**config.mk**
```make
export PLATFORM = sky130hd
export DESIGN_NAME = differential_drive_odometry_top_flat
export DESIGN_NICKNAME = d
export VERILOG_FILES = /design/src/hdl/ddo_pkg.sv /design/src/hdl/ddo_in_if.sv /design/src/hdl/ddo_out_if.sv /design/src/hdl/ddo_mul.sv /design/src/hdl/ddo_cordic.sv /design/src/hdl/differential_drive_odometry_top.sv /design/src/flat_wrapper.sv
export SDC_FILE = /design/constraint.sdc
export NUM_CORES = 2
export LEC_CHECK = 0
export ABC_CLOCK_PERIOD_IN_PS = 8780
export BUFFER_PORTS_ARGS = -buffer_cell sky130_fd_sc_hd__buf_2
export CORE_ASPECT_RATIO = 0.6
export CORE_MARGIN = 2
export CORE_UTILIZATION = 28
export DETAILED_ROUTE_END_ITERATION = 16
export GPL_TIMING_DRIVEN = 0
export MAX_ROUTING_LAYER = met4
export SLEW_MARGIN = 20
export SYNTH_ARGS = -nofsm -noshare
export SYNTH_HDL_FRONTEND = slang
export SYNTH_HIERARCHICAL = 1
export SYNTH_SLANG_ARGS = --single-unit
export TNS_END_PERCENT = 10
```
**constraint.sdc**
```tcl
create_clock -name i_clk -period 8.78 [get_ports i_clk]
set_input_delay 0 -clock i_clk [delete_from_list [all_inputs] [get_ports i_clk]]
set_output_delay 0 -clock i_clk [all_outputs]
set_load 0.01 [all_outputs]
```
**src/hdl/ddo_pkg.sv**
```systemverilog
// Shared widths, constants, types and the arctangent table of the odometry block.
package ddo_pkg;

    // Field and register widths
    localparam int unsigned CNT_W     = 32;
    localparam int unsigned ANG_W     = 16;
    localparam int unsigned POS_W     = 32;
    localparam int unsigned CFG_W     = 20;
    localparam int unsigned CFG_IDX_W = 1;

    // Register indexes
    localparam logic [CFG_IDX_W-1:0] REG_MM_PER_TICK  = 1'b0;
    localparam logic [CFG_IDX_W-1:0] REG_RAD_PER_TICK = 1'b1;

    localparam logic [CFG_W-1:0] MM_PER_TICK_RST  = 20'd136315;
    localparam logic [CFG_W-1:0] RAD_PER_TICK_RST = 20'd2621;

    // Shared multiplier operands and product
    localparam int unsigned MA_W = 42;
    localparam int unsigned MB_W = 21;
    localparam int unsigned MP_W = MA_W + MB_W;

    // Datapath widths
    localparam int unsigned DIFF_W = CNT_W + 1;   // sum or difference of two tick deltas
    localparam int unsigned TRAV_W = 41;          // travel, Q.8 mm
    localparam int unsigned H_W    = 48;          // unwrapped heading, Q3.13
    localparam int unsigned D_W    = 43;          // one position step, Q.8 mm
    localparam int unsigned ACC_W  = 44;          // position plus step before saturation
    localparam int unsigned SC_W   = 18;          // sine or cosine, Q2.14

    // Heading limits, Q3.13
    localparam logic signed [H_W-1:0] H_PI     = 48'sd25736;
    localparam logic signed [H_W-1:0] H_NEG_PI = -48'sd25736;
    localparam logic signed [H_W-1:0] H_TWO_PI = 48'sd51472;
    localparam logic signed [H_W-1:0] H_MIN    = -48'sd25735;

    // Position saturation limits
    localparam logic signed [ACC_W-1:0] ACC_MAX = 44'sd2147483647;
    localparam logic signed [ACC_W-1:0] ACC_MIN = -44'sd2147483648;

    // CORDIC datapath, Q.30
    localparam int unsigned CW        = 34;
    localparam int unsigned STEP_W    = 5;
    localparam int unsigned RED_W     = ANG_W + 1;
    localparam logic signed [CW-1:0] CORDIC_GAIN = 34'sd652032874;
    localparam logic signed [RED_W-1:0] CORD_PI      = 17'sd25736;
    localparam logic signed [RED_W-1:0] CORD_HALF_PI = 17'sd12868;

    // Status of the CORDIC unit toward the sequencer
    typedef struct packed {
        logic busy;
        logic done;
    } t_cord_stat;

    // Arctangent of 2^-i in Q.30
    function automatic logic signed [CW-1:0] atan_q30(input logic [STEP_W-1:0] idx);
        logic signed [CW-1:0] v;
        case (idx)
            5'd0:    v = 34'sd843314857;
            5'd1:    v = 34'sd497837830;
            5'd2:    v = 34'sd263043837;
            5'd3:    v = 34'sd133525159;
            5'd4:    v = 34'sd67021687;
            5'd5:    v = 34'sd33543516;
            5'd6:    v = 34'sd16775851;
            5'd7:    v = 34'sd8388437;
            5'd8:    v = 34'sd4194283;
            5'd9:    v = 34'sd2097149;
            5'd10:   v = 34'sd1048576;
            5'd11:   v = 34'sd524288;
            5'd12:   v = 34'sd262144;
            5'd13:   v = 34'sd131072;
            5'd14:   v = 34'sd65536;
            5'd15:   v = 34'sd32768;
            5'd16:   v = 34'sd16384;
            5'd17:   v = 34'sd8192;
            5'd18:   v = 34'sd4096;
            5'd19:   v = 34'sd2048;
            5'd20:   v = 34'sd1024;
            5'd21:   v = 34'sd512;
            5'd22:   v = 34'sd256;
            5'd23:   v = 34'sd128;
            default: v = '0;
        endcase
        return v;
    endfunction

endpackage

```
**src/hdl/ddo_in_if.sv**
```systemverilog
// Input channel: encoder counts and tilt with a valid/ready handshake.
interface ddo_in_if;
    import ddo_pkg::*;

    logic                    valid;
    logic                    ready;
    logic signed [CNT_W-1:0] left_count;
    logic signed [CNT_W-1:0] right_count;
    logic signed [ANG_W-1:0] tilt;

    modport source (output valid, output left_count, output right_count, output tilt,
                    input ready);
    modport sink   (input valid, input left_count, input right_count, input tilt,
                    output ready);
endinterface

```
**src/hdl/ddo_out_if.sv**
```systemverilog
// Output channel: position and heading with a valid/ready handshake.
interface ddo_out_if;
    import ddo_pkg::*;

    logic                    valid;
    logic                    ready;
    logic signed [POS_W-1:0] pos_x;
    logic signed [POS_W-1:0] pos_y;
    logic signed [POS_W-1:0] pos_z;
    logic signed [ANG_W-1:0] heading;

    modport source (output valid, output pos_x, output pos_y, output pos_z, output heading,
                    input ready);
    modport sink   (input valid, input pos_x, input pos_y, input pos_z, input heading,
                    output ready);
endinterface

```
**src/hdl/ddo_mul.sv**
```systemverilog
// Shared signed multiplier with a registered product.
module ddo_mul (
    input  logic                             i_clk,
    input  logic                             i_en,
    input  logic signed [ddo_pkg::MA_W-1:0]  i_a,
    input  logic signed [ddo_pkg::MB_W-1:0]  i_b,
    output logic signed [ddo_pkg::MP_W-1:0]  o_prod
);
    import ddo_pkg::*;

    logic signed [MP_W-1:0] r_prod;

    // Load a new product when the sequencer issues one, hold otherwise
    always_ff @(posedge i_clk) begin
        if (i_en) begin
            r_prod <= MP_W'(i_a) * MP_W'(i_b);
        end
    end

    assign o_prod = r_prod;

endmodule

```
**src/hdl/ddo_cordic.sv**
```systemverilog
// Iterative rotation-mode CORDIC: one micro-rotation per cycle, cosine and sine in Q2.14.
module ddo_cordic #(
    parameter int unsigned STEPS = 16
) (
    input  logic                             i_clk,
    input  logic                             i_rst_n,
    input  logic                             i_start,
    input  logic signed [ddo_pkg::ANG_W-1:0] i_angle,
    output ddo_pkg::t_cord_stat              o_stat,
    output logic signed [ddo_pkg::SC_W-1:0]  o_cos,
    output logic signed [ddo_pkg::SC_W-1:0]  o_sin
);
    import ddo_pkg::*;

    localparam logic [STEP_W-1:0] LAST = STEP_W'(STEPS - 1);

    typedef enum logic [1:0] {
        C_IDLE,
        C_ROT,
        C_FIN
    } t_cstate;

    t_cstate                r_state;
    logic [STEP_W-1:0]      r_i;
    logic signed [CW-1:0]   r_x;
    logic signed [CW-1:0]   r_y;
    logic signed [CW-1:0]   r_z;
    logic                   r_neg;
    logic                   r_done;
    logic signed [SC_W-1:0] r_cos;
    logic signed [SC_W-1:0] r_sin;

    logic signed [RED_W-1:0] w_ang;
    logic signed [RED_W-1:0] w_red;
    logic                    w_neg;
    logic signed [CW-1:0]    w_xs;
    logic signed [CW-1:0]    w_ys;
    logic signed [CW-1:0]    w_atan;
    logic signed [CW-1:0]    w_xr;
    logic signed [CW-1:0]    w_yr;
    logic signed [SC_W-1:0]  w_c;
    logic signed [SC_W-1:0]  w_s;

    // Fold the angle into [-pi/2, pi/2], remembering to negate the results
    always_comb begin
        w_ang = RED_W'(i_angle);
        w_neg = 1'b0;
        w_red = w_ang;
        if (w_ang > CORD_HALF_PI) begin
            w_red = w_ang - CORD_PI;
            w_neg = 1'b1;
        end else if (w_ang < -CORD_HALF_PI) begin
            w_red = w_ang + CORD_PI;
            w_neg = 1'b1;
        end
    end

    // Shift unit and table lookup for the current micro-rotation
    assign w_xs   = r_x >>> r_i;
    assign w_ys   = r_y >>> r_i;
    assign w_atan = atan_q30(r_i);

    // Round Q.30 to Q2.14, halves toward plus infinity
    assign w_xr = r_x + CW'(32768);
    assign w_yr = r_y + CW'(32768);
    assign w_c  = w_xr[CW-1:16];
    assign w_s  = w_yr[CW-1:16];

    // Sequence load, rotations and the final rounding
    always_ff @(posedge i_clk) begin
        if (!i_rst_n) begin
            r_state <= C_IDLE;
            r_done  <= 1'b0;
            r_i     <= '0;
        end else begin
            r_done <= 1'b0;
            unique case (r_state)
                C_IDLE: begin
                    if (i_start) begin
                        r_x     <= CORDIC_GAIN;
                        r_y     <= '0;
                        r_z     <= CW'(w_red) <<< 17;
                        r_neg   <= w_neg;
                        r_i     <= '0;
                        r_state <= C_ROT;
                    end
                end
                C_ROT: begin
                    if (!r_z[CW-1]) begin
                        r_x <= r_x - w_ys;
                        r_y <= r_y + w_xs;
                        r_z <= r_z - w_atan;
                    end else begin
                        r_x <= r_x + w_ys;
                        r_y <= r_y - w_xs;
                        r_z <= r_z + w_atan;
                    end
                    r_i <= r_i + 1'b1;
                    if (r_i == LAST) begin
                        r_state <= C_FIN;
                    end
                end
                C_FIN: begin
                    r_cos   <= r_neg ? -w_c : w_c;
                    r_sin   <= r_neg ? -w_s : w_s;
                    r_done  <= 1'b1;
                    r_state <= C_IDLE;
                end
                default: r_state <= C_IDLE;
            endcase
        end
    end

    assign o_stat.busy = (r_state != C_IDLE);
    assign o_stat.done = r_done;
    assign o_cos       = r_cos;
    assign o_sin       = r_sin;

endmodule

```
**src/hdl/differential_drive_odometry_top.sv**
```systemverilog
// Top level of the differential-drive odometry block: sequencer, state and output register.
//
// Usage:
//   i_item carries absolute left and right encoder counts and a tilt angle (Q3.13 rad).
//   o_result carries the saturating position x, y, z (Q24.8 mm) and the heading (Q3.13).
//   Each transfer on i_item yields exactly one transfer on o_result.
//   Configuration (mm_per_tick at index 0, radians_per_tick at index 1) must be written by the
//   user through i_cfg_we / i_cfg_idx / i_cfg_data while the block is idle; the block does not enforce it.
// Sequencing:
//   The result follows the two passes through the shared CORDIC unit, one micro-rotation
//   per cycle, and then the three products through the shared multiplier. A new item is
//   taken only once the last one has been loaded into the output register.
//   i_item.ready is high only while the sequencer is idle.
// Reset:
//   Synchronous, active low. Previous counts, position, heading and tilt clear to zero;
//   the registers return to their default scale factors.
// Stalls:
//   The result sits in an output register; the block takes the next item while it waits.
//   A second result waits in the sequencer until the first has been transferred.
module differential_drive_odometry_top #(
    parameter int unsigned CORDIC_STEPS = 16
) (
    input  logic                               i_clk,
    input  logic                               i_rst_n,
    input  logic                               i_cfg_we,
    input  logic [ddo_pkg::CFG_IDX_W-1:0]      i_cfg_idx,
    input  logic [ddo_pkg::CFG_W-1:0]          i_cfg_data,
    ddo_in_if.sink                             i_item,
    ddo_out_if.source                          o_result
);
    import ddo_pkg::*;

    typedef enum logic [4:0] {
        S_IDLE,
        S_TRAV,
        S_PHI,
        S_DPHI,
        S_HSUB,
        S_WRAP,
        S_SAT,
        S_CH_GO,
        S_CH_WAIT,
        S_CT_GO,
        S_CT_WAIT,
        S_MX,
        S_DX,
        S_AX,
        S_DY,
        S_AY,
        S_DZ,
        S_AZ,
        S_DONE
    } t_state;

    t_state                   r_state;
    logic [CFG_W-1:0]         r_mm;
    logic [CFG_W-1:0]         r_rad;
    logic signed [CNT_W-1:0]  r_prev_left;
    logic signed [CNT_W-1:0]  r_prev_right;
    logic signed [POS_W-1:0]  r_acc_x;
    logic signed [POS_W-1:0]  r_acc_y;
    logic signed [POS_W-1:0]  r_acc_z;
    logic signed [ANG_W-1:0]  r_heading;
    logic signed [ANG_W-1:0]  r_tilt;
    logic signed [ANG_W-1:0]  r_tilt_in;
    logic signed [DIFF_W-1:0] r_sum;
    logic signed [DIFF_W-1:0] r_dif;
    logic signed [TRAV_W-1:0] r_travel;
    logic signed [H_W-1:0]    r_h;
    logic signed [SC_W-1:0]   r_cos;
    logic signed [SC_W-1:0]   r_sin;
    logic signed [SC_W-1:0]   r_sint;
    logic signed [D_W-1:0]    r_d;
    logic                     r_out_valid;
    logic signed [POS_W-1:0]  r_out_x;
    logic signed [POS_W-1:0]  r_out_y;
    logic signed [POS_W-1:0]  r_out_z;
    logic signed [ANG_W-1:0]  r_out_heading;

    logic signed [CNT_W-1:0]  w_dl;
    logic signed [CNT_W-1:0]  w_dr;
    logic                     w_mul_en;
    logic signed [MA_W-1:0]   w_ma;
    logic signed [MB_W-1:0]   w_mb;
    logic signed [MP_W-1:0]   w_prod;
    logic signed [MP_W-1:0]   w_rnd_trav;
    logic signed [MP_W-1:0]   w_rnd_phi;
    logic signed [MP_W-1:0]   w_rnd_step;
    logic signed [POS_W-1:0]  w_acc_sel;
    logic signed [ACC_W-1:0]  w_acc_sum;
    logic signed [POS_W-1:0]  w_acc_sat;
    logic                     w_cord_start;
    logic signed [ANG_W-1:0]  w_cord_ang;
    t_cord_stat               w_cstat;
    logic signed [SC_W-1:0]   w_cord_cos;
    logic signed [SC_W-1:0]   w_cord_sin;

    // Tick deltas wrap modulo 2^32
    assign w_dl = i_item.left_count - r_prev_left;
    assign w_dr = i_item.right_count - r_prev_right;

    // Operand select for the shared multiplier
    always_comb begin
        w_mul_en = 1'b0;
        w_ma     = MA_W'(r_travel);
        w_mb     = MB_W'(r_cos);
        case (r_state)
            S_TRAV: begin
                w_mul_en = 1'b1;
                w_ma     = MA_W'(r_sum);
                w_mb     = {1'b0, r_mm};
            end
            S_PHI: begin
                w_mul_en = 1'b1;
                w_ma     = MA_W'(r_dif);
                w_mb     = {1'b0, r_rad};
            end
            S_MX: begin
                w_mul_en = 1'b1;
                w_mb     = MB_W'(r_cos);
            end
            S_DX: begin
                w_mul_en = 1'b1;
                w_mb     = MB_W'(r_sin);
            end
            S_DY: begin
                w_mul_en = 1'b1;
                w_mb     = MB_W'(r_sint);
            end
            default: w_mul_en = 1'b0;
        endcase
    end

    ddo_mul u_mul (
        .i_clk  (i_clk),
        .i_en   (w_mul_en),
        .i_a    (w_ma),
        .i_b    (w_mb),
        .o_prod (w_prod)
    );

    // Rounding adds ahead of the arithmetic shifts
    assign w_rnd_trav = w_prod + MP_W'(4096);
    assign w_rnd_phi  = w_prod + MP_W'(64);
    assign w_rnd_step = w_prod + MP_W'(8192);

    // Saturating position update
    always_comb begin
        case (r_state)
            S_AX:    w_acc_sel = r_acc_x;
            S_AY:    w_acc_sel = r_acc_y;
            default: w_acc_sel = r_acc_z;
        endcase
        w_acc_sum = ACC_W'(w_acc_sel) + ACC_W'(r_d);
        if (w_acc_sum > ACC_MAX) begin
            w_acc_sat = ACC_MAX[POS_W-1:0];
        end else if (w_acc_sum < ACC_MIN) begin
            w_acc_sat = ACC_MIN[POS_W-1:0];
        end else begin
            w_acc_sat = w_acc_sum[POS_W-1:0];
        end
    end

    assign w_cord_start = (r_state == S_CH_GO) || (r_state == S_CT_GO);
    assign w_cord_ang   = (r_state == S_CH_GO) ? r_heading : r_tilt;

    ddo_cordic #(
        .STEPS (CORDIC_STEPS)
    ) u_cordic (
        .i_clk   (i_clk),
        .i_rst_n (i_rst_n),
        .i_start (w_cord_start),
        .i_angle (w_cord_ang),
        .o_stat  (w_cstat),
        .o_cos   (w_cord_cos),
        .o_sin   (w_cord_sin)
    );

    // Sequencer, state and output register
    always_ff @(posedge i_clk) begin
        if (!i_rst_n) begin
            r_state      <= S_IDLE;
            r_mm         <= MM_PER_TICK_RST;
            r_rad        <= RAD_PER_TICK_RST;
            r_prev_left  <= '0;
            r_prev_right <= '0;
            r_acc_x      <= '0;
            r_acc_y      <= '0;
            r_acc_z      <= '0;
            r_heading    <= '0;
            r_tilt       <= '0;
            r_out_valid  <= 1'b0;
        end else begin
            // Register writes
            if (i_cfg_we) begin
                unique case (i_cfg_idx)
                    REG_MM_PER_TICK:  r_mm  <= i_cfg_data;
                    REG_RAD_PER_TICK: r_rad <= i_cfg_data;
                    default: ;
                endcase
            end

            // Drop the result once transferred, unless the next one loads in its place
            if (o_result.ready && r_out_valid && (r_state != S_DONE)) begin
                r_out_valid <= 1'b0;
            end

            unique case (r_state)
                S_IDLE: begin
                    if (i_item.valid) begin
                        r_sum        <= DIFF_W'(w_dl) + DIFF_W'(w_dr);
                        r_dif        <= DIFF_W'(w_dl) - DIFF_W'(w_dr);
                        r_prev_left  <= i_item.left_count;
                        r_prev_right <= i_item.right_count;
                        r_tilt_in    <= i_item.tilt;
                        r_state      <= S_TRAV;
                    end
                end
                S_TRAV: r_state <= S_PHI;
                S_PHI: begin
                    r_travel <= w_rnd_trav[TRAV_W+12:13];
                    r_state  <= S_DPHI;
                end
                S_DPHI: begin
                    r_h     <= w_rnd_phi[H_W+6:7];
                    r_state <= S_HSUB;
                end
                S_HSUB: begin
                    r_h     <= H_W'(r_heading) - r_h;
                    r_state <= S_WRAP;
                end
                S_WRAP: begin
                    // Wrap once by a full turn
                    if (r_h > H_PI) begin
                        r_h <= r_h - H_TWO_PI;
                    end else if (r_h <= H_NEG_PI) begin
                        r_h <= r_h + H_TWO_PI;
                    end
                    r_state <= S_SAT;
                end
                S_SAT: begin
                    // Clamp a step too large for one wrap
                    if (r_h > H_PI) begin
                        r_heading <= H_PI[ANG_W-1:0];
                    end else if (r_h < H_MIN) begin
                        r_heading <= H_MIN[ANG_W-1:0];
                    end else begin
                        r_heading <= r_h[ANG_W-1:0];
                    end
                    r_state <= S_CH_GO;
                end
                S_CH_GO: r_state <= S_CH_WAIT;
                S_CH_WAIT: begin
                    if (w_cstat.done) begin
                        r_cos   <= w_cord_cos;
                        r_sin   <= w_cord_sin;
                        r_state <= S_CT_GO;
                    end
                end
                S_CT_GO: r_state <= S_CT_WAIT;
                S_CT_WAIT: begin
                    if (w_cstat.done) begin
                        r_sint  <= w_cord_sin;
                        r_state <= S_MX;
                    end
                end
                S_MX: r_state <= S_DX;
                S_DX: begin
                    r_d     <= w_rnd_step[D_W+13:14];
                    r_state <= S_AX;
                end
                S_AX: begin
                    r_acc_x <= w_acc_sat;
                    r_state <= S_DY;
                end
                S_DY: begin
                    r_d     <= w_rnd_step[D_W+13:14];
                    r_state <= S_AY;
                end
                S_AY: begin
                    r_acc_y <= w_acc_sat;
                    r_state <= S_DZ;
                end
                S_DZ: begin
                    r_d     <= w_rnd_step[D_W+13:14];
                    r_state <= S_AZ;
                end
                S_AZ: begin
                    r_acc_z <= w_acc_sat;
                    r_tilt  <= r_tilt_in;
                    r_state <= S_DONE;
                end
                S_DONE: begin
                    // Hold until the output register is free
                    if (!r_out_valid || o_result.ready) begin
                        r_out_valid   <= 1'b1;
                        r_out_x       <= r_acc_x;
                        r_out_y       <= r_acc_y;
                        r_out_z       <= r_acc_z;
                        r_out_heading <= r_heading;
                        r_state       <= S_IDLE;
                    end
                end
                default: r_state <= S_IDLE;
            endcase
        end
    end

    assign i_item.ready     = (r_state == S_IDLE);
    assign o_result.valid   = r_out_valid;
    assign o_result.pos_x   = r_out_x;
    assign o_result.pos_y   = r_out_y;
    assign o_result.pos_z   = r_out_z;
    assign o_result.heading = r_out_heading;

    a_one_item: assert property (@(posedge i_clk) disable iff (!i_rst_n)
        (i_item.valid && i_item.ready) |=> !i_item.ready)
        else $error("input taken while an item is in work");

    a_heading_range: assert property (@(posedge i_clk) disable iff (!i_rst_n)
        (r_heading <= 16'sd25736) && (r_heading >= -16'sd25735))
        else $error("heading outside (-pi, pi]");

    a_cord_idle: assert property (@(posedge i_clk) disable iff (!i_rst_n)
        w_cord_start |-> !w_cstat.busy)
        else $error("CORDIC started while busy");

    a_cord_done: assert property (@(posedge i_clk) disable iff (!i_rst_n)
        w_cstat.done |-> (r_state == S_CH_WAIT || r_state == S_CT_WAIT))
        else $error("CORDIC result with no waiting step");

    a_out_hold: assert property (@(posedge i_clk) disable iff (!i_rst_n)
        (r_state == S_DONE && r_out_valid && !o_result.ready) |=> (r_state == S_DONE))
        else $error("result overwritten while output stalled");

endmodule

```
**src/flat_wrapper.sv**
```systemverilog
// flat-port wrapper written by rule: the top's interface ports become plain ports
module differential_drive_odometry_top_flat import ddo_pkg::*;
#(
    parameter int unsigned CORDIC_STEPS = 16
)
  (i_clk, i_rst_n, i_cfg_we, i_cfg_idx, i_cfg_data, i_item_valid, i_item_left_count, i_item_right_count, i_item_tilt, i_item_ready, o_result_valid, o_result_pos_x, o_result_pos_y, o_result_pos_z, o_result_heading, o_result_ready);
  ddo_in_if i_item_i ();
  ddo_out_if o_result_i ();
  input  logic i_clk;
  input  logic i_rst_n;
  input  logic i_cfg_we;
  input  logic [ddo_pkg::CFG_IDX_W-1:0] i_cfg_idx;
  input  logic [ddo_pkg::CFG_W-1:0] i_cfg_data;
  input wire logic [$bits(i_item_i.valid)-1:0] i_item_valid;
  input wire logic [$bits(i_item_i.left_count)-1:0] i_item_left_count;
  input wire logic [$bits(i_item_i.right_count)-1:0] i_item_right_count;
  input wire logic [$bits(i_item_i.tilt)-1:0] i_item_tilt;
  output wire logic [$bits(i_item_i.ready)-1:0] i_item_ready;
  output wire logic [$bits(o_result_i.valid)-1:0] o_result_valid;
  output wire logic [$bits(o_result_i.pos_x)-1:0] o_result_pos_x;
  output wire logic [$bits(o_result_i.pos_y)-1:0] o_result_pos_y;
  output wire logic [$bits(o_result_i.pos_z)-1:0] o_result_pos_z;
  output wire logic [$bits(o_result_i.heading)-1:0] o_result_heading;
  input wire logic [$bits(o_result_i.ready)-1:0] o_result_ready;
  assign i_item_i.valid = i_item_valid;
  assign i_item_i.left_count = i_item_left_count;
  assign i_item_i.right_count = i_item_right_count;
  assign i_item_i.tilt = i_item_tilt;
  assign i_item_ready = i_item_i.ready;
  assign o_result_valid = o_result_i.valid;
  assign o_result_pos_x = o_result_i.pos_x;
  assign o_result_pos_y = o_result_i.pos_y;
  assign o_result_pos_z = o_result_i.pos_z;
  assign o_result_heading = o_result_i.heading;
  assign o_result_i.ready = o_result_ready;
  differential_drive_odometry_top #(.CORDIC_STEPS(CORDIC_STEPS)) u_core (.i_clk(i_clk), .i_rst_n(i_rst_n), .i_cfg_we(i_cfg_we), .i_cfg_idx(i_cfg_idx), .i_cfg_data(i_cfg_data), .i_item(i_item_i), .o_result(o_result_i));
endmodule
```
== Word level (Yosys, flattened, before mapping) ==
Memories as Yosys holds them, arrays and structs flattened. A register that Yosys moved wholly into a read port is not among the register bits.
Cells that the tools add are included.
W data, S select, Z words.

* Register bits after elaboration: 822
* Memory bits (read-only): 960
* Bits of input ports: 106
* Output and inout port bits: 114
* Logic and storage cells: 168
* Memories kept: 1

* $add $sub $neg: 24
* Multiply operators: 1
* Magnitude comparators: 7
* Equal/unequal tests: 29
* Shift operators: 2
* Multiplexer cells: 42
* Bitwise operators: 1
* Reduce and logical (&&, ||, !) cells: 27

{| class="wikitable"
|+ Memories
! memory !! words !! width !! read ports !! clocked after Yosys merged registers in !! write ports !! RTL line !! text
|-
| (no name shown) || 32 || 30 || 1 || 1 || 0 || ddo_pkg.sv:58 || <nowiki>case (idx)</nowiki>
|}

{| class="wikitable"
|+ Operators by type and width
! kind !! count
|-
| $mux W34 || 6
|-
| $pmux W34 S2 || 3
|-
| $pmux W48 S3 || 1
|-
| $add A34 B34 Y34 || 3
|-
| $sub A34 B34 Y34 || 3
|-
| $mux W48 || 2
|-
| $pmux W5 S19 || 1
|-
| $pmux W21 S4 || 1
|-
| $pmux W42 S2 || 1
|-
| $add A34 B17 Y34 const B || 2
|-
| $sshr A34 B5 Y34 || 2
|-
| $mux W32 || 2
|-
| $pmux W32 S2 || 1
|-
| $sub A32 B32 Y32 || 2
|-
| $add A57 B15 Y57 const B || 1
|-
| $mul A42 B21 Y57 || 1
|-
| $add A55 B8 Y55 const B || 1
|-
| $add A54 B14 Y54 const B || 1
|-
| $add A48 B17 Y48 const B || 1
|-
| $gt A48 B16 Y1 const B || 1
|-
| $le A48 B16 Y1 const B || 1
|-
| $lt A48 B16 Y1 const B || 1
|-
| $mux W16 || 3
|-
| $sub A16 B48 Y48 || 1
|-
| other kinds (43) || 91
|}

== Logic depth before layout (Yosys ltp) ==
* Depth in word-level cells: 7
* Depth in mapped cells: 37
* Depth with buffers taken out: 33

== Cells and area by module ==
The synthesis kept the hierarchy.

{| class="wikitable"
|+ By module, submodules not included
! module !! times used !! cells each !! area each (µm²) !! seq. area each (µm²)
|-
| differential_drive_odometry_top || 1 || 4170 || 38577.0 || 16145.5
|-
| ddo_mul || 1 || 3468 || 31788.0 || 1891.8
|-
| ddo_cordic || 1 || 2343 || 19945.4 || 4934.7
|}

== Least setup slack after synthesis ==
OpenSTA, ideal clock, no wires.

* Kind: flip-flop to flip-flop
* Start: register u_core.r_state[1]
* End: register u_core.u_cordic.r_x[0] (enable)
* Library setup time: 0.708 ns
* Data arrival time: 8.431 ns
* Data required time: 8.072 ns
* Slack: -0.359 ns
* Stages on the path, launching flop included: 6
* Buffers on the path: 1
* Period minus slack after synthesis: 9.139 ns
* Cells stage by stage: dfxtp_1 buf_1 nand2_1 a21oi_1 nor2_1 nor3b_1

* Longest elaborated chain between the ends: 4
* Elaborated cells between the ends (all ways): 5
* Those cells by class: eq/ne: 3; reduce/logical: 2

{| class="wikitable"
|+ RTL lines
! element !! RTL line !! text
|-
| start, declared || differential_drive_odometry_top.sv:55 || <nowiki>t_state r_state;</nowiki>
|-
| start signal, assigned || differential_drive_odometry_top.sv:182 || <nowiki>r_state <= S_IDLE;</nowiki>
|-
| start signal, assigned || differential_drive_odometry_top.sv:216 || <nowiki>r_state <= S_TRAV;</nowiki>
|-
| start signal, assigned || differential_drive_odometry_top.sv:219 || <nowiki>S_TRAV: r_state <= S_PHI;</nowiki>
|-
| $eq A5 B3 Y1 / $eq A5 B4 Y1 (equally long branches) || differential_drive_odometry_top.sv:164 || <nowiki>assign w_cord_start = (r_state == S_CH_GO) || (r_state == S_CT_GO);</nowiki>
|-
| $logic_or A1 B1 Y1 (*) || differential_drive_odometry_top.sv:164 ||
|-
| named net u_core.w_cord_start || differential_drive_odometry_top.sv:92 || <nowiki>logic w_cord_start;</nowiki>
|-
| $ne A2 B2 Y1 (no source line) (*) || -- ||
|-
| $reduce_and A3 Y1 (no source line) (*) || -- ||
|-
| end signal, assigned || ddo_cordic.sv:90 || <nowiki>r_x <= r_x - w_ys;</nowiki>
|-
| end signal, assigned || ddo_cordic.sv:94 || <nowiki>r_x <= r_x + w_ys;</nowiki>
|-
| end, declared || ddo_cordic.sv:25 || <nowiki>logic signed [CW-1:0] r_x;</nowiki>
|}

The timed path passes the listed nets; every way through them passes the cells marked *.
A chain may end at the register's enable or synchronous reset.

== Final worst setup path ==
* Start: register u_core.u_cordic.r_i[4]
* End: register u_core.u_cordic.r_y[21], data pin

* Longest elaborated chain between the ends: 4
* Elaborated cells between the ends (all ways): 5
* Those cells by class: add/sub: 2; shift: 1; mux: 2

{| class="wikitable"
|+ RTL lines
! element !! RTL line !! text
|-
| start, declared || ddo_cordic.sv:24 || <nowiki>logic [STEP_W-1:0] r_i;</nowiki>
|-
| start signal, assigned || ddo_cordic.sv:98 || <nowiki>r_i <= r_i + 1'b1;</nowiki>
|-
| $sshr A34 B5 Y34 (*) || ddo_cordic.sv:59 || <nowiki>assign w_xs = r_x >>> r_i;</nowiki>
|-
| $add A34 B34 Y34 / $sub A34 B34 Y34 (equally long branches) || ddo_cordic.sv:91, ddo_cordic.sv:95 ||
|-
| $mux W34 (*) || ddo_cordic.sv:89 || <nowiki>if (!r_z[CW-1]) begin</nowiki>
|-
| $pmux W34 S2 (*) || ddo_cordic.sv:77 || <nowiki>unique case (r_state)</nowiki>
|-
| end signal, assigned || ddo_cordic.sv:91 || <nowiki>r_y <= r_y + w_xs;</nowiki>
|-
| end signal, assigned || ddo_cordic.sv:95 || <nowiki>r_y <= r_y - w_xs;</nowiki>
|-
| end, declared || ddo_cordic.sv:26 || <nowiki>logic signed [CW-1:0] r_y;</nowiki>
|}

Mark *: on every way between the ends. The rest lies on a longest branch, timed or not.

==> results.toml <==
[placed_design]
post-place-ws_ns = -3.91
place_area_mm2 = 0.0955
routabilityCongestion = 1.05
port_buffers = 219
place_hpwl_mm = 312

[sta]
setup_viol = 1
slew_violations = 0
finalSetupTns_ns = -0.129
setup_ws_ns = -0.129
finClkSkew_ns = 0.0886
tightest_slew_ns = 1.22
period_needed_ns = 8.91
timing.final.crit_share_pct = 101
relSlewSlack_pct = 18.8
fmax_ghz = 0.112
rsz0062_at_grt = "yes"
finalHoldViolations = 0

[setup_path]
r2r-start = "u_core/u_cordic/r_i[4]$_SDFFE_PN0P_"
r2r_slack_ns = -0.13
critPathKind = "register to register"
cp.arrival_ns = 9.35
crit_family = "compound AO/OA/AOI/OAI gates"
crit_path_max_incr_delay_ns = 0.87
reg2regPathDepth = 24
start_kind = "register"
worstPathMaxFanout = 10
path_buf_inv = 6
path_cells = "clkbuf_1 -> clkdlybuf4s15_1 -> clkbuf_1 -> clkbuf_2 -> buf_1 -> o22ai_1 -> a21oi_1 -> inv_1 -> ha_1 -> nand3_1 -> nor2_1 -> a31oi_1 -> xnor2_1 -> ha_1 -> a21oi_1 -> o21ai_0 -> a21o_1 -> a221oi_1 -> o21bai_1 -> a21oi_1 -> o21ai_0 -> a2111oi_0 -> o21ai_0 -> nor3b_1"
r2r-end = "u_core/u_cordic/r_y[21]$_SDFFCE_PN0P_"
cp-end-kind = "register"
required_ns = 9.22
cp_slowest_cell = "clkdlybuf4s15_1"

[layout]
drive_above_1_share_pct = 12.6
area.growth.synth_to_final_pct = 17.6
final_cell_mix = "nand2_1, inv_1, fa_1"
fin_area_mm2 = 0.104
layout_commonest_cell = "nand2_1"
final_nets = 11800

[drt]
drt_iter0_drc = 11400
routed_wl_mm = 386
antenna_left = 0
wl_met3_mm = 66.8
wl_met2_mm = 127
wl_met1_mm = 186
wl_per_cell_um = 26.4
vias = 78300
viasPerCell = 5.34
maxUsedRoutingLayer = "met4"
drtPass1Iterations = 6
drc = 0

[global_routing]
grt_pass1_wl_mm = 547
grt_pass1_vias = 72300
antenna_found_initial = 24
grt_max_degree = 37
overflow = 0
grtUsageTotal_pct = 24.2

[yosys]
synth.net_count = 11200
synthCells = 9793
syn_area_per_cell_um2 = 9.01
netlist_area_mm2 = 0.0883
yosysWarnings = 6

[die]
coreArea_mm2 = 0.313
dieHeight_um = 439
io_pins = 220
fp.dieArea_mm2 = 0.320
start_util_pct = 28.2
die_x_um = 729
row_count = 159

[clock_network]
insertion_delay_ns = 0.75
clk_path_buf_depth = 3
htree_levels = 3
root_buffer = "clkbuf_16"
cts_tree = "yes"
cts_sinks = 845
numCtsBuffers = 86
clk_pin_slew_ns = 0.07

[worst_hold_path]
hp-start = "i_item_tilt[15]"
worstHoldPathCells = 2
holdCritPathClass = "input port to register"
hold_path_end = "u_core/r_tilt_in[15]$_DFFE_PP_"

[run_status]
violations = "negative setup slack"
status = "complete, but fails checks"

[job]
drv_cap = 0
routing by layer:
metal	GRT usage [%]	vias to the layer above
met1	37.6	38900
met2	26.6	4730
met4	3.60	0
met5	-	-
met3	12.1	332
li1	-	34300
sequential cells by signal, indices dropped and copies added (netlist names), 32 cells and up:
name                   cells
u_core/r_prev_left        32
u_core/r_acc_x            32
u_core/r_sum              33
u_core/u_mul/o_prod       51
u_core/o_result.pos_x     32
u_core/u_cordic/r_x       34
u_core/r_acc_z            32
u_core/r_dif              32
u_core/o_result.pos_y     32
u_core/u_cordic/r_y       34
u_core/r_d                43
u_core/r_travel           41
u_core/r_prev_right       32
u_core/r_acc_y            32
u_core/r_h                48
u_core/o_result.pos_z     32
u_core/u_cordic/r_z       34
repair_timing:
item | 4_1_cts | 5_1_grt
hold endpoints to repair | 123 | 0
setup endpoints to repair | 56 | 36
cloned | 6 | 3
hold buffers | 134 | 0
setup buffers | 57 | 65
pin swaps | 76 | 127
resized for setup | 600 | 378
metrics by stage:
step	utilization [%]	instances	hold WS [ns]
final	33.1	14700	0.0567
after global routing	33.1	14600	0.0369
after detailed placement	30.5	14200	0.178
after global placement	30.2	14200	0.179
after floorplan	-	9793	0.0989
after CTS	32.7	14600	0.00160
worst max path at each step:
stage	endpoint	slack [ns]	startpoint	depth (start not counted)
after global placement	u_core/u_mul/o_prod[56]$_DFFE_PP_	-4.42	u_core/r_state[1]$_SDFFE_PN0P_	33
after CTS	u_core/u_mul/o_prod[56]$_DFFE_PP_	-0.06	u_core/r_state[1]$_SDFFE_PN0P_	34
after global routing	u_core/u_mul/o_prod[55]$_DFFE_PP_	-0.05	u_core/r_state[4]$_SDFFE_PN0P_	34
final	u_core/u_cordic/r_y[21]$_SDFFCE_PN0P_	-0.13	u_core/u_cordic/r_i[4]$_SDFFE_PN0P_	24
after floorplan	u_core/u_mul/o_prod[42]$_DFFE_PP_	0.20	u_core/r_state[1]$_SDFFE_PN0P_	33
after detailed placement	u_core/u_mul/o_prod[56]$_DFFE_PP_	-3.91	u_core/r_state[1]$_SDFFE_PN0P_	33
cell type report:
class                   count  area, µm²
multi-input cells        7226      60600
flip-flops and latches    845      22600
repair buffers            521       4350
inverters                1163       4370
clock buffers             113       2370
diodes                     12       30.0
clock inverters            48        596
well taps                4186       5240
plain buffers             541       3620
fillers                 32600     210000
Power is left out: the tool's default activity adds up to more than one toggle a clock period on the data nets, which glitch-free logic cannot reach.
